--- config.mk ---
export PLATFORM = sky130hd
export DESIGN_NAME = selective_repeat_sender_window_top
export DESIGN_NICKNAME = d
export VERILOG_FILES = /design/src/rtl/srsw_pkg.sv /design/src/rtl/srsw_ctrl.sv /design/src/rtl/srsw_dp.sv /design/src/rtl/selective_repeat_sender_window_top.sv
export SDC_FILE = /design/constraint.sdc
export NUM_CORES = 1
export LEC_CHECK = 0
export BUFFER_PORTS_ARGS = -buffer_cell sky130_fd_sc_hd__buf_2
export CAP_MARGIN = 10
export CORE_ASPECT_RATIO = 0.5
export CORE_MARGIN = 5
export CORE_UTILIZATION = 47
export DETAILED_ROUTE_END_ITERATION = 8
export GPL_TIMING_DRIVEN = 0
export PLACE_DENSITY = 0.66
export SYNTH_ARGS = -nofsm -noshare
export SYNTH_HDL_FRONTEND = slang
export SYNTH_SLANG_ARGS = --single-unit
--- constraint.sdc ---
create_clock -name clk -period 17.75 [get_ports clk]
set_clock_uncertainty 0.1 [all_clocks]
set_input_delay 0 -clock clk [delete_from_list [all_inputs] [get_ports clk]]
set_output_delay 0 -clock clk [all_outputs]
set_load 0.02 [all_outputs]
--- src/rtl/srsw_pkg.sv ---
// ---------------------------------------------------------------------------
// srsw_pkg
// Types and constants shared by the selective-repeat sender window modules.
// ---------------------------------------------------------------------------
`default_nettype none

package srsw_pkg;

  localparam int SEQ_SPACE    = 8;
  localparam int SEQ_W        = $clog2(SEQ_SPACE);
  localparam int PAYLOAD_BITS = 32;
  localparam int WIN_W        = 3;
  localparam logic [WIN_W-1:0] WINDOW_RESET = WIN_W'(4);

  // Request opcodes
  localparam logic [1:0] OP_SEND    = 2'd0;
  localparam logic [1:0] OP_ACK     = 2'd1;
  localparam logic [1:0] OP_TIMEOUT = 2'd2;

  typedef struct packed {
    logic [1:0]              opcode;
    logic [PAYLOAD_BITS-1:0] payload;
    logic [SEQ_W-1:0]        sequence_number;
    logic                    checksum_ok;
  } in_item_t;

  typedef struct packed {
    logic                    accepted;
    logic                    send_valid;
    logic [SEQ_W-1:0]        send_sequence;
    logic [PAYLOAD_BITS-1:0] send_payload;
    logic                    timer_start;
    logic                    timer_stop;
    logic [SEQ_W-1:0]        timer_sequence;
    logic [SEQ_W-1:0]        window_base;
    logic                    window_full;
  } out_item_t;

  // Controller to datapath commands
  typedef struct packed {
    logic capture;
    logic exec;
  } srsw_cmd_t;

  typedef enum logic [1:0] {
    ST_IDLE = 2'b01,
    ST_EXEC = 2'b10
  } srsw_state_t;

endpackage

`default_nettype wire

--- src/rtl/srsw_ctrl.sv ---
// ---------------------------------------------------------------------------
// srsw_ctrl
// Sequencer: takes a request, runs it through the datapath, owns out_valid.
// ---------------------------------------------------------------------------
`default_nettype none

module srsw_ctrl (
  input  wire logic              clk,
  input  wire logic              rst_n,
  input  wire logic              in_valid,
  output logic                   in_ready,
  output logic                   out_valid,
  input  wire logic              out_ready,
  output srsw_pkg::srsw_cmd_t    cmd
);

  srsw_pkg::srsw_state_t state_r, state_nxt;
  logic                  out_valid_r, out_valid_nxt;
  logic                  exec_go;

  assign in_ready  = (state_r == srsw_pkg::ST_IDLE);
  assign out_valid = out_valid_r;

  // Execute once the output register is free or being drained
  assign exec_go = (state_r == srsw_pkg::ST_EXEC) && (!out_valid_r || out_ready);

  assign cmd.capture = in_valid && in_ready;
  assign cmd.exec    = exec_go;

  // Next state
  always_comb begin
    state_nxt = state_r;
    case (state_r)
      srsw_pkg::ST_IDLE: begin
        if (in_valid) state_nxt = srsw_pkg::ST_EXEC;
      end
      srsw_pkg::ST_EXEC: begin
        if (exec_go) state_nxt = srsw_pkg::ST_IDLE;
      end
      default: state_nxt = srsw_pkg::ST_IDLE;
    endcase
  end

  // Load on execute, drop when taken
  always_comb begin
    out_valid_nxt = out_valid_r;
    if (exec_go) out_valid_nxt = 1'b1;
    else if (out_ready) out_valid_nxt = 1'b0;
  end

  always_ff @(posedge clk) begin
    if (!rst_n) begin
      state_r     <= srsw_pkg::ST_IDLE;
      out_valid_r <= 1'b0;
    end else begin
      state_r     <= state_nxt;
      out_valid_r <= out_valid_nxt;
    end
  end

endmodule

`default_nettype wire

--- src/rtl/srsw_dp.sv ---
// ---------------------------------------------------------------------------
// srsw_dp
// Window datapath: pointers, ack marks, packet store, slide scan, result.
// ---------------------------------------------------------------------------
`default_nettype none

module srsw_dp (
  input  wire logic                               clk,
  input  wire logic                               rst_n,
  input  wire srsw_pkg::srsw_cmd_t                cmd,
  input  wire srsw_pkg::in_item_t                 in_data,
  input  wire logic                               cfg_wr_en,
  input  wire logic [srsw_pkg::WIN_W-1:0]         cfg_wr_data,
  output srsw_pkg::out_item_t                     out_data
);

  localparam int SW = srsw_pkg::SEQ_W;
  localparam int N  = srsw_pkg::SEQ_SPACE;

  logic [srsw_pkg::WIN_W-1:0]        ws_r;
  logic [SW-1:0]                     base_r, base_nxt;
  logic [SW-1:0]                     next_r, next_nxt;
  logic [N-1:0]                      marks_r, marks_nxt;
  logic [srsw_pkg::PAYLOAD_BITS-1:0] store_mem [N];
  logic [srsw_pkg::PAYLOAD_BITS-1:0] rd_r;
  srsw_pkg::in_item_t                item_r;
  srsw_pkg::out_item_t               out_r, res;
  logic                              store_we;

  logic [SW-1:0]  dist_next, dist_seq, dist_j;
  logic           full_now;
  logic [N-1:0]   marks_set;
  logic [SW-1:0]  slide_k;
  logic           run;
  logic [SW-1:0]  idx;

  assign out_data = out_r;

  // Offsets from the base wrap naturally over the sequence space
  assign dist_next = next_r - base_r;
  assign dist_seq  = item_r.sequence_number - base_r;
  assign full_now  = ({{(srsw_pkg::WIN_W > SW ? srsw_pkg::WIN_W - SW : 0){1'b0}}, dist_next}
                      >= ws_r);

  // Slide scan: count contiguous acked slots from the base, up to window size
  always_comb begin
    marks_set = marks_r | (N'(1) << item_r.sequence_number);
    slide_k   = '0;
    run       = 1'b1;
    idx       = '0;
    for (int i = 0; i < N; i++) begin
      idx = base_r + SW'(i);
      if (run && (srsw_pkg::WIN_W'(i) < ws_r) && marks_set[idx]) slide_k = slide_k + 1'b1;
      else run = 1'b0;
    end
  end

  // Work out the result and the next window state
  always_comb begin
    res        = '0;
    base_nxt   = base_r;
    next_nxt   = next_r;
    marks_nxt  = marks_r;
    store_we   = 1'b0;
    dist_j     = '0;
    case (item_r.opcode)
      srsw_pkg::OP_SEND: begin
        if (!full_now) begin
          store_we           = 1'b1;
          res.accepted       = 1'b1;
          res.send_valid     = 1'b1;
          res.send_sequence  = next_r;
          res.send_payload   = item_r.payload;
          res.timer_start    = 1'b1;
          res.timer_sequence = next_r;
          next_nxt           = next_r + 1'b1;
        end
      end
      srsw_pkg::OP_ACK: begin
        if (item_r.checksum_ok && ({1'b0, dist_seq} < {1'b0, ws_r})) begin
          for (int j = 0; j < N; j++) begin
            dist_j       = SW'(j) - base_r;
            marks_nxt[j] = marks_set[j] && !(dist_j < slide_k);
          end
          base_nxt           = base_r + slide_k;
          res.accepted       = 1'b1;
          res.timer_stop     = 1'b1;
          res.timer_sequence = item_r.sequence_number;
        end
      end
      srsw_pkg::OP_TIMEOUT: begin
        res.timer_start    = 1'b1;
        res.timer_sequence = item_r.sequence_number;
        if (dist_seq < dist_next) begin
          res.send_valid    = 1'b1;
          res.send_sequence = item_r.sequence_number;
          res.send_payload  = rd_r;
        end
      end
      default: begin
      end
    endcase
    res.window_base = base_nxt;
    res.window_full = ({1'b0, SW'(next_nxt - base_nxt)} >= {1'b0, ws_r});
  end

  // Control state: pointers, marks, window size
  always_ff @(posedge clk) begin
    if (!rst_n) begin
      ws_r    <= srsw_pkg::WINDOW_RESET;
      base_r  <= '0;
      next_r  <= '0;
      marks_r <= '0;
    end else begin
      if (cfg_wr_en) ws_r <= cfg_wr_data;
      if (cmd.exec) begin
        base_r  <= base_nxt;
        next_r  <= next_nxt;
        marks_r <= marks_nxt;
      end
    end
  end

  // Hold the request and read its store entry on capture
  always_ff @(posedge clk) begin
    if (cmd.capture) begin
      item_r <= in_data;
      rd_r   <= store_mem[in_data.sequence_number];
    end
  end

  // Store the payload of a taken send
  always_ff @(posedge clk) begin
    if (cmd.exec && store_we) store_mem[next_r] <= item_r.payload;
  end

  // Load the output register
  always_ff @(posedge clk) begin
    if (cmd.exec) out_r <= res;
  end

endmodule

`default_nettype wire

--- src/rtl/selective_repeat_sender_window_top.sv ---
// ---------------------------------------------------------------------------
// selective_repeat_sender_window_top
// Selective-repeat ARQ sender window with one result per request.
// ---------------------------------------------------------------------------
//  channel  | ports                          | moves
//  ---------+--------------------------------+----------------------------
//  in       | in_valid, in_ready, in_data    | send / ack / timeout request
//  out      | out_valid, out_ready, out_data | one result per request
//  cfg      | cfg_wr_en, cfg_wr_data         | window_size write
//
//  In the accept cycle a request reads the packet store; the execute state
//  then runs the slide scan over the ack marks and loads the output
//  register. The next request is accepted the cycle after that.
//  A stalled result holds the block in its execute cycle until taken.
//  Reset clears pointers and ack marks at once; window_size returns to 4.
// ---------------------------------------------------------------------------
`default_nettype none

module selective_repeat_sender_window_top (
  input  wire logic                       clk,
  input  wire logic                       rst_n,
  input  wire logic                       in_valid,
  output logic                            in_ready,
  input  wire srsw_pkg::in_item_t         in_data,
  output logic                            out_valid,
  input  wire logic                       out_ready,
  output srsw_pkg::out_item_t             out_data,
  input  wire logic                       cfg_wr_en,
  input  wire logic [srsw_pkg::WIN_W-1:0] cfg_wr_data
);

  srsw_pkg::srsw_cmd_t cmd;

  // Sequencer
  srsw_ctrl u_ctrl (
    .clk       (clk),
    .rst_n     (rst_n),
    .in_valid  (in_valid),
    .in_ready  (in_ready),
    .out_valid (out_valid),
    .out_ready (out_ready),
    .cmd       (cmd)
  );

  // Window datapath
  srsw_dp u_dp (
    .clk         (clk),
    .rst_n       (rst_n),
    .cmd         (cmd),
    .in_data     (in_data),
    .cfg_wr_en   (cfg_wr_en),
    .cfg_wr_data (cfg_wr_data),
    .out_data    (out_data)
  );

endmodule

`default_nettype wire

==> results of run 1 <==
-- cells by family after synthesis --
family          synth area share
mux                        0.126
compound gates            0.0543
xor+xnor                  0.0104
flops                      0.722
simple gates              0.0347
buf+inv                   0.0181
fa+ha+maj                 0.0347
-- routing by layer --
metal | global-route usage | share of wire | wire (µm)
met5 | 0 | 0 | 0
met4 | 0.0399 | 0.018 | 623
met3 | 0.0282 | 0.048 | 1620
met2 | 0.301 | 0.50 | 16700
met1 | 0.242 | 0.44 | 14800
-- power by group --
| group | switching (W) | leakage [nW] | internal (W) |
|---|---|---|---|
| Clock | 0.000328 | 0.519 | 0.000395 |
| Combinational | 0.0000492 | 2.34 | 0.0000454 |
| Sequential | 0.0000146 | 3.56 | 0.00103 |
-- worst max-delay path by stage --
| stage | endpoint | startpoint | slack (ps) | cells after the start |
|---|---|---|---|---|
| floorplan | u_dp.out_data[0]$_DFFE_PP_ | u_dp.base_r[1]$_SDFFE_PN0P_ | 10600 | 33 |
| global placement | u_dp.store_mem[1][9]$_DFFE_PP_ | u_dp.base_r[1]$_SDFFE_PN0P_ | 8690 | 12 |
| detailed placement | u_dp.out_data[0]$_DFFE_PP_ | u_dp.base_r[1]$_SDFFE_PN0P_ | 9720 | 33 |
| CTS | u_dp.out_data[0]$_DFFE_PP_ | u_dp.base_r[1]$_SDFFE_PN0P_ | 9690 | 33 |
| global route | u_dp.out_data[0]$_DFFE_PP_ | u_dp.base_r[1]$_SDFFE_PN0P_ | 9060 | 33 |
| finish | u_dp.out_data[0]$_DFFE_PP_ | u_dp.base_r[1]$_SDFFE_PN0P_ | 9700 | 33 |
-- area by class of cell --
type                            count  area (µm²)  share of cell area
Sequential cell                   392       11600               0.612
Multi-Input combinational cell    386        4220               0.223
Timing Repair Buffer              153        1170              0.0620
Clock buffer                       39         891              0.0472
Tap cell                          441         552              0.0292
Buffer                             45         193              0.0102
Clock inverter                     23         191              0.0101
Inverter                           27         101             0.00536
-- stage by stage --
| stage | cells | setup WS [ps] | util | total power (W) |
|---|---|---|---|---|
| after global routing | 1506 | 9060 | 0.567 | 0.00193 |
| final | 1506 | 9700 | 0.567 | 0.00186 |
| after global placement | 1383 | 8690 | 0.511 | 0.00115 |
| after floorplan | 850 | 10600 | - | 0.00112 |
| after CTS | 1506 | 9690 | 0.567 | 0.00188 |
| after detailed placement | 1396 | 9720 | 0.520 | 0.00115 |
-- cell usage after synthesis, drive strengths merged (7+ instances only) --
| cell | n |
|---|---|
| a21oi | 13 |
| edfxtp | 372 |
| mux4 | 69 |
| xor2 | 7 |
| nor2 | 22 |
| buf | 17 |
| inv | 26 |
| a211oi | 7 |
| clkbuf | 28 |
| dfxtp | 20 |
| xnor2 | 12 |
| a21o | 7 |
| ha | 38 |
| mux2 | 34 |
| nor3b | 7 |
| nand2 | 27 |
| nor2b | 10 |
| nand3 | 8 |
| a22o | 36 |
| nand2b | 8 |
| mux2i | 8 |
| o21ai | 8 |
-- registers in the layout (all words and copies together) (netlist names), 3 cells and up --
| register | cells |
|---|---|
| u_dp.next_r | 3 |
| u_dp.out_data | 46 |
| u_dp.base_r | 3 |
| u_dp.rd_r | 32 |
| u_dp.store_mem | 256 |
| u_dp.item_r | 38 |
| u_dp.marks_r | 8 |
| u_dp.ws_r | 3 |
-- worst register-to-register path, delay by kind of cell, from the launching register on --
family | cells | cell delay (ps)
muxes | 2 | 470
adders and majority gates | 9 | 2890
buffers and inverters | 6 | 1040
and+or+nand+nor | 3 | 490
DFF | 1 | 390
xor gates and xnor gates | 4 | 700
AOI/OAI and AO/OA | 9 | 1720
==> flow_metrics.tcl, run 1 <==
set metrics [dict create \
    synthArstFlopShare 0 \
    synth_top_cell_by_area "edfxtp_1" \
    syn_area_um2 16000 \
    hold_viol_final 0 \
    areaGrowthSynthToFinish_pct 17.9 \
    nFillCells 2467 \
    dr.first_iter.drc_count 718 \
    setup_tns_ps 0 \
    power_density_nw_per_um2 98.6 \
    crit_top_cell "ha_1" \
    syn_nets 938 \
    antenna_found_initial 0 \
    start_util 0.481 \
    min_from "in_valid" \
    clock_latency_ps 520 \
    cts_buffer_depth 3 \
    wl_per_cell_um 22.4 \
    cts_resized 0 \
    peakVddDrop_uv 51.1 \
    portBuffers 92 \
    synth_cells 850 \
    post-route-period-util 0.454 \
    mostFrequentLayoutCells "372 x edfxtp_1, 99 x buf_2, 69 x mux4_2" \
    end_kind "flip-flop" \
    rsz0062_at_grt "no" \
    path_max_fanout 10 \
    core_area_um2 33300 \
    hold_depth 2 \
    cp_top_family "adder cells" \
    fin_area_um2 18900 \
    remaining_drc_errors 0 \
    nets 1128 \
    grt_overflow_total 0 \
    cts_hold_buf 48 \
    ant_nets 0 \
    dieArea_um2 38100 \
    die-width_um 271 \
    synth.top_cell.area_share 0.697 \
    post-cts-setup-buffer-count 0 \
    hp-class "primary input to flip-flop" \
    clock.fmax_mhz 124 \
    worst_slew_margin_rel 0.309 \
    cp_num_buf_inv 6 \
    num_io_pins 94 \
    start_kind "flip-flop" \
    numClockSinks 392 \
    syn_area_per_cell_um2 18.9 \
    regToRegEndpoint "u_dp.out_data[0]$_DFFE_PP_" \
    synthFlopType "edfxtp_1" \
    worstRegToRegCells 33 \
    required_ps 17930 \
    tightest_slew_ps 1040 \
    setup_viol_count_final 0 \
    tritoncts "built" \
    placed_area_um2 17300 \
    yosysWarnings 0 \
    diodes 0 \
    vias_per_cell 5.56 \
    grt_max_degree 56 \
    clock-root-buffer "clkbuf_16" \
    htreeDepth 2 \
    synth_edf_count 372 \
    dieHeight_um 141 \
    grt_pass1_wl_um 51800 \
    wirelength_um 33700 \
    outcome "completed" \
    place.gp.congestion 0.837 \
    reg2reg_slack_ps 9700 \
    arrival_ps 8230 \
    worstSetupPathType "flip-flop to flip-flop" \
    synth_seq_area_share 0.722 \
    finalCriticalPeriod_ps 8050 \
    power.leakage_nw 6.42 \
    whs_endpoint "u_dp.item_r[29]$_DFFE_PP_" \
    maxSlewViolCount 0 \
    maxCapViolations 0 \
    slowest_delay_ps 470 \
    gr-usage-all-layers 0.176 \
    yosys-top-cells-area "edfxtp_1 70%, mux4_2 9.7%, ha_1 3.0%" \
    clkTransAtPathRegs_ps 70 \
    ys_ff_latch 392 \
    final_common_cell "edfxtp_1" \
    r2r_start "u_dp.base_r[1]$_SDFFE_PN0P_" \
    rows 47 \
    firstDrtPassIters 6 \
    drive_above_1_share 0.272 \
    vias 8379 \
    crit_slowest_cell "fa_1" \
    cts_buffers 35 \
    dpl.hpwl_um 21600 \
    ys_types 59 \
    holdWs_ps 16.3 \
    grt_pass1_vias 8658 \
]
No activity file was read; power rests on OpenSTA's default activity.
==> run 2: changes to the inputs <==
--- a/config.mk
+++ b/config.mk
@@ -5,6 +5,7 @@
 export SDC_FILE = /design/constraint.sdc
 export NUM_CORES = 1
 export LEC_CHECK = 0
+export ABC_AREA = 1
 export BUFFER_PORTS_ARGS = -buffer_cell sky130_fd_sc_hd__buf_2
 export CAP_MARGIN = 10
 export CORE_ASPECT_RATIO = 0.5
@@ -12,7 +13,7 @@
 export CORE_UTILIZATION = 47
 export DETAILED_ROUTE_END_ITERATION = 8
 export GPL_TIMING_DRIVEN = 0
-export PLACE_DENSITY = 0.66
+export PLACE_DENSITY = 0.69
 export SYNTH_ARGS = -nofsm -noshare
 export SYNTH_HDL_FRONTEND = slang
 export SYNTH_SLANG_ARGS = --single-unit
==> constraint.sdc (replaced) <==
create_clock -name clk -period 7.1 [get_ports clk]
set_clock_uncertainty 0.1 [all_clocks]
set_input_delay 0 -clock clk [delete_from_list [all_inputs] [get_ports clk]]
set_output_delay 0 -clock clk [all_outputs]
set_load 0.02 [all_outputs]
==> run 2 against run 1 <==
  * Die area rose by 1.5%
  * Sequential share of layout area down 2.0 points
  * Critical endpoint unchanged
  * Fmax up 20%
  * Non-clock buffer count increased by 54
  * Critical path depth up 7
==> flow_metrics.tcl, run 2 <==
set metrics [dict create \
    worst_slew_margin_rel 0.325 \
    p_switching_w 0.00107 \
    power_density_nw_per_um2 242 \
    power.share.combinational 0.064 \
    firstDrtPassIters 5 \
    syn_area_um2 16300 \
    synth.top_cell.area_share 0.686 \
    synth_top_cell_by_area "edfxtp_1" \
    ys_ff_latch 392 \
    outcome "completed" \
    synthFlopType "edfxtp_1" \
    num_io_pins 94 \
    place.gp.congestion 0.879 \
    synthArstFlopShare 0 \
    final_common_cell "edfxtp_1" \
    remaining_drc_errors 0 \
    largest_register "u_dp.store_mem" \
    fin_area_um2 19500 \
    vias 11257 \
    hold_viol_final 0 \
    power.leakage_nw 7.13 \
    clkPwrFrac 0.382 \
    tritoncts "built" \
    diodes 0 \
    clock_latency_ps 530 \
    start_util 0.475 \
    dr.first_iter.drc_count 1233 \
    wl_per_cell_um 19.7 \
    ys_types 38 \
    grt_overflow_total 0 \
    setup_viol_count_final 0 \
    wirelength_um 40900 \
    p_sw_frac 0.225 \
    dpl.hpwl_um 27800 \
    numClockSinks 392 \
    grt_pass1_wl_um 63000 \
    setup_tns_ps 0 \
    largest_reg_flops 256 \
    cts_buffer_depth 3 \
    hp-class "primary input to flip-flop" \
    htreeDepth 2 \
    maxCapViolations 0 \
    clkTransAtPathRegs_ps 60 \
    synth_seq_area_share 0.711 \
    crit_slowest_cell "edfxtp_1" \
    grt_max_degree 30 \
    yosysMostFrequentCell "edfxtp_1" \
    nFillCells 2765 \
    gr-usage-all-layers 0.209 \
    crit_top_cell "nand2_1" \
    rows 48 \
    portBuffers 93 \
    clock-root-buffer "clkbuf_16" \
    p_int_w 0.00366 \
    yosysWarnings 0 \
    synth_cells 1343 \
    post-route-period-util 0.948 \
    ant_nets 0 \
    antenna_found_initial 1 \
    cp_num_buf_inv 8 \
    power_frac_seq 0.554 \
    path_max_fanout 7 \
    drive_above_1_share 0.154 \
    holdWs_ps 66.6 \
    yosys-top-cells-area "edfxtp_1 69%, nor2_1 6.1%, o21ai_0 5.7%" \
    end_kind "flip-flop" \
    vias_per_cell 5.43 \
    die-width_um 273 \
    final_util 0.570 \
    maxSlewViolCount 0 \
    required_ps 7270 \
    arrival_ps 6900 \
    peakVddDrop_uv 124 \
    cts_buffers 36 \
    finalCriticalPeriod_ps 6730 \
    mostFrequentLayoutCells "372 x edfxtp_1, 261 x nor2_1, 183 x o21ai_0" \
    placed_area_um2 17800 \
    nets 1662 \
    cp_top_family "adder cells" \
    slowest_delay_ps 510 \
    core_area_um2 34300 \
    start_kind "flip-flop" \
    worstSetupPathType "flip-flop to flip-flop" \
    tightest_slew_ps 1010 \
    grt_pass1_vias 11070 \
    dieHeight_um 142 \
    clock.fmax_mhz 149 \
    synth_common_cells "372 x edfxtp_1, 266 x nor2_1, 184 x o21ai_0" \
    areaGrowthSynthToFinish_pct 20.1 \
    syn_area_per_cell_um2 12.1 \
    synth_edf_count 372 \
    dieArea_um2 38700 \
    syn_nets 1431 \
]
-- run 2: cell types whose count changed after synthesis, moves of 10 or more --
cell / previous run / this run
a31oi_1: 4 / 32
nor2b_1: 10 / 0
o21ai_0: 8 / 184
mux2_2: 34 / 0
a22o_1: 36 / 0
nand3_1: 8 / 65
o22ai_1: 1 / 38
clkbuf_1: 28 / 50
inv_1: 25 / 100
nor2_1: 22 / 266
nand2_1: 27 / 91
mux4_2: 69 / 0
-- run 2: cell families (layout without fill, tap and decap cells) --
family / count (synthesis) / after routing / share of synthesized area
buf+inv: 170 / 425 / 0.0398
fa+ha+maj: 42 / 42 / 0.0341
flops: 392 / 392 / 0.711
xor+xnor: 11 / 11 / 0.00638
simple gates: 442 / 442 / 0.113
compound gates: 286 / 286 / 0.0958
-- run 2: per-stage QoR --
step           power, W  std cells  setup WS (ps)
4_1_cts         0.00474       2065           12.5
5_1_grt         0.00489       2073          -82.1
3_3_place_gp    0.00293       1911          -4300
2_1_floorplan   0.00282       1343            107
3_5_place_dp    0.00294       1951           -672
6_report        0.00473       2073            369
-- run 2: area by class of cell --
class	count	area, µm²	area share
sequential	392	11600	0.592
multi-input combinational	781	4230	0.216
timing repair buffer	193	1420	0.0725
clock buffer	49	981	0.0502
tap	475	594	0.0304
inverter	111	420	0.0215
buffer	59	235	0.0120
clock inverter	13	93.8	0.00480
-- run 2: worst paths after layout --
path                                      from                      endpoint  slack (ps)  depth (start not counted)
setup / recovery      u_dp.item_r[2]$_DFFE_PP_    u_dp.out_data[0]$_DFFE_PP_         370                         40
hold / removal                     in_data[27]     u_dp.item_r[27]$_DFFE_PP_          70                          2
setup reg to reg      u_dp.item_r[2]$_DFFE_PP_    u_dp.out_data[0]$_DFFE_PP_         370                         40
hold reg to reg   u_dp.marks_r[5]$_SDFFE_PN0P_  u_dp.marks_r[5]$_SDFFE_PN0P_         390                          2
-- run 2: power by group through the flow --
stage	Combinational (W)	Clock [W]	Sequential [W]
final	0.000302	0.00181	0.00262
after detailed placement	0.000271	0	0.00267
after CTS	0.000295	0.00183	0.00262
after global placement	0.000254	0	0.00267
after floorplan	0.000157	0	0.00266
after global routing	0.000333	0.00194	0.00262
-- run 2: timing repair --
action,4_1_cts,5_1_grt
endpoints found under the hold margin,73,0
buffers inserted,2,8
resized for setup,7,23
cloned,0,0
hold buffers,50,0
pin swaps,1,2
setup endpoints to repair,1,1
-- run 2: layer usage --
| metal | track usage | part of all wire | vias to the layer above |
|---|---|---|---|
| met1 | 0.290 | 0.42 | 5470 |
| met4 | 0.0546 | 0.023 | 0 |
| li1 | - | - | 5238 |
| met2 | 0.351 | 0.48 | 476 |
| met3 | 0.0340 | 0.079 | 73 |
| met5 | 0 | 0 | - |
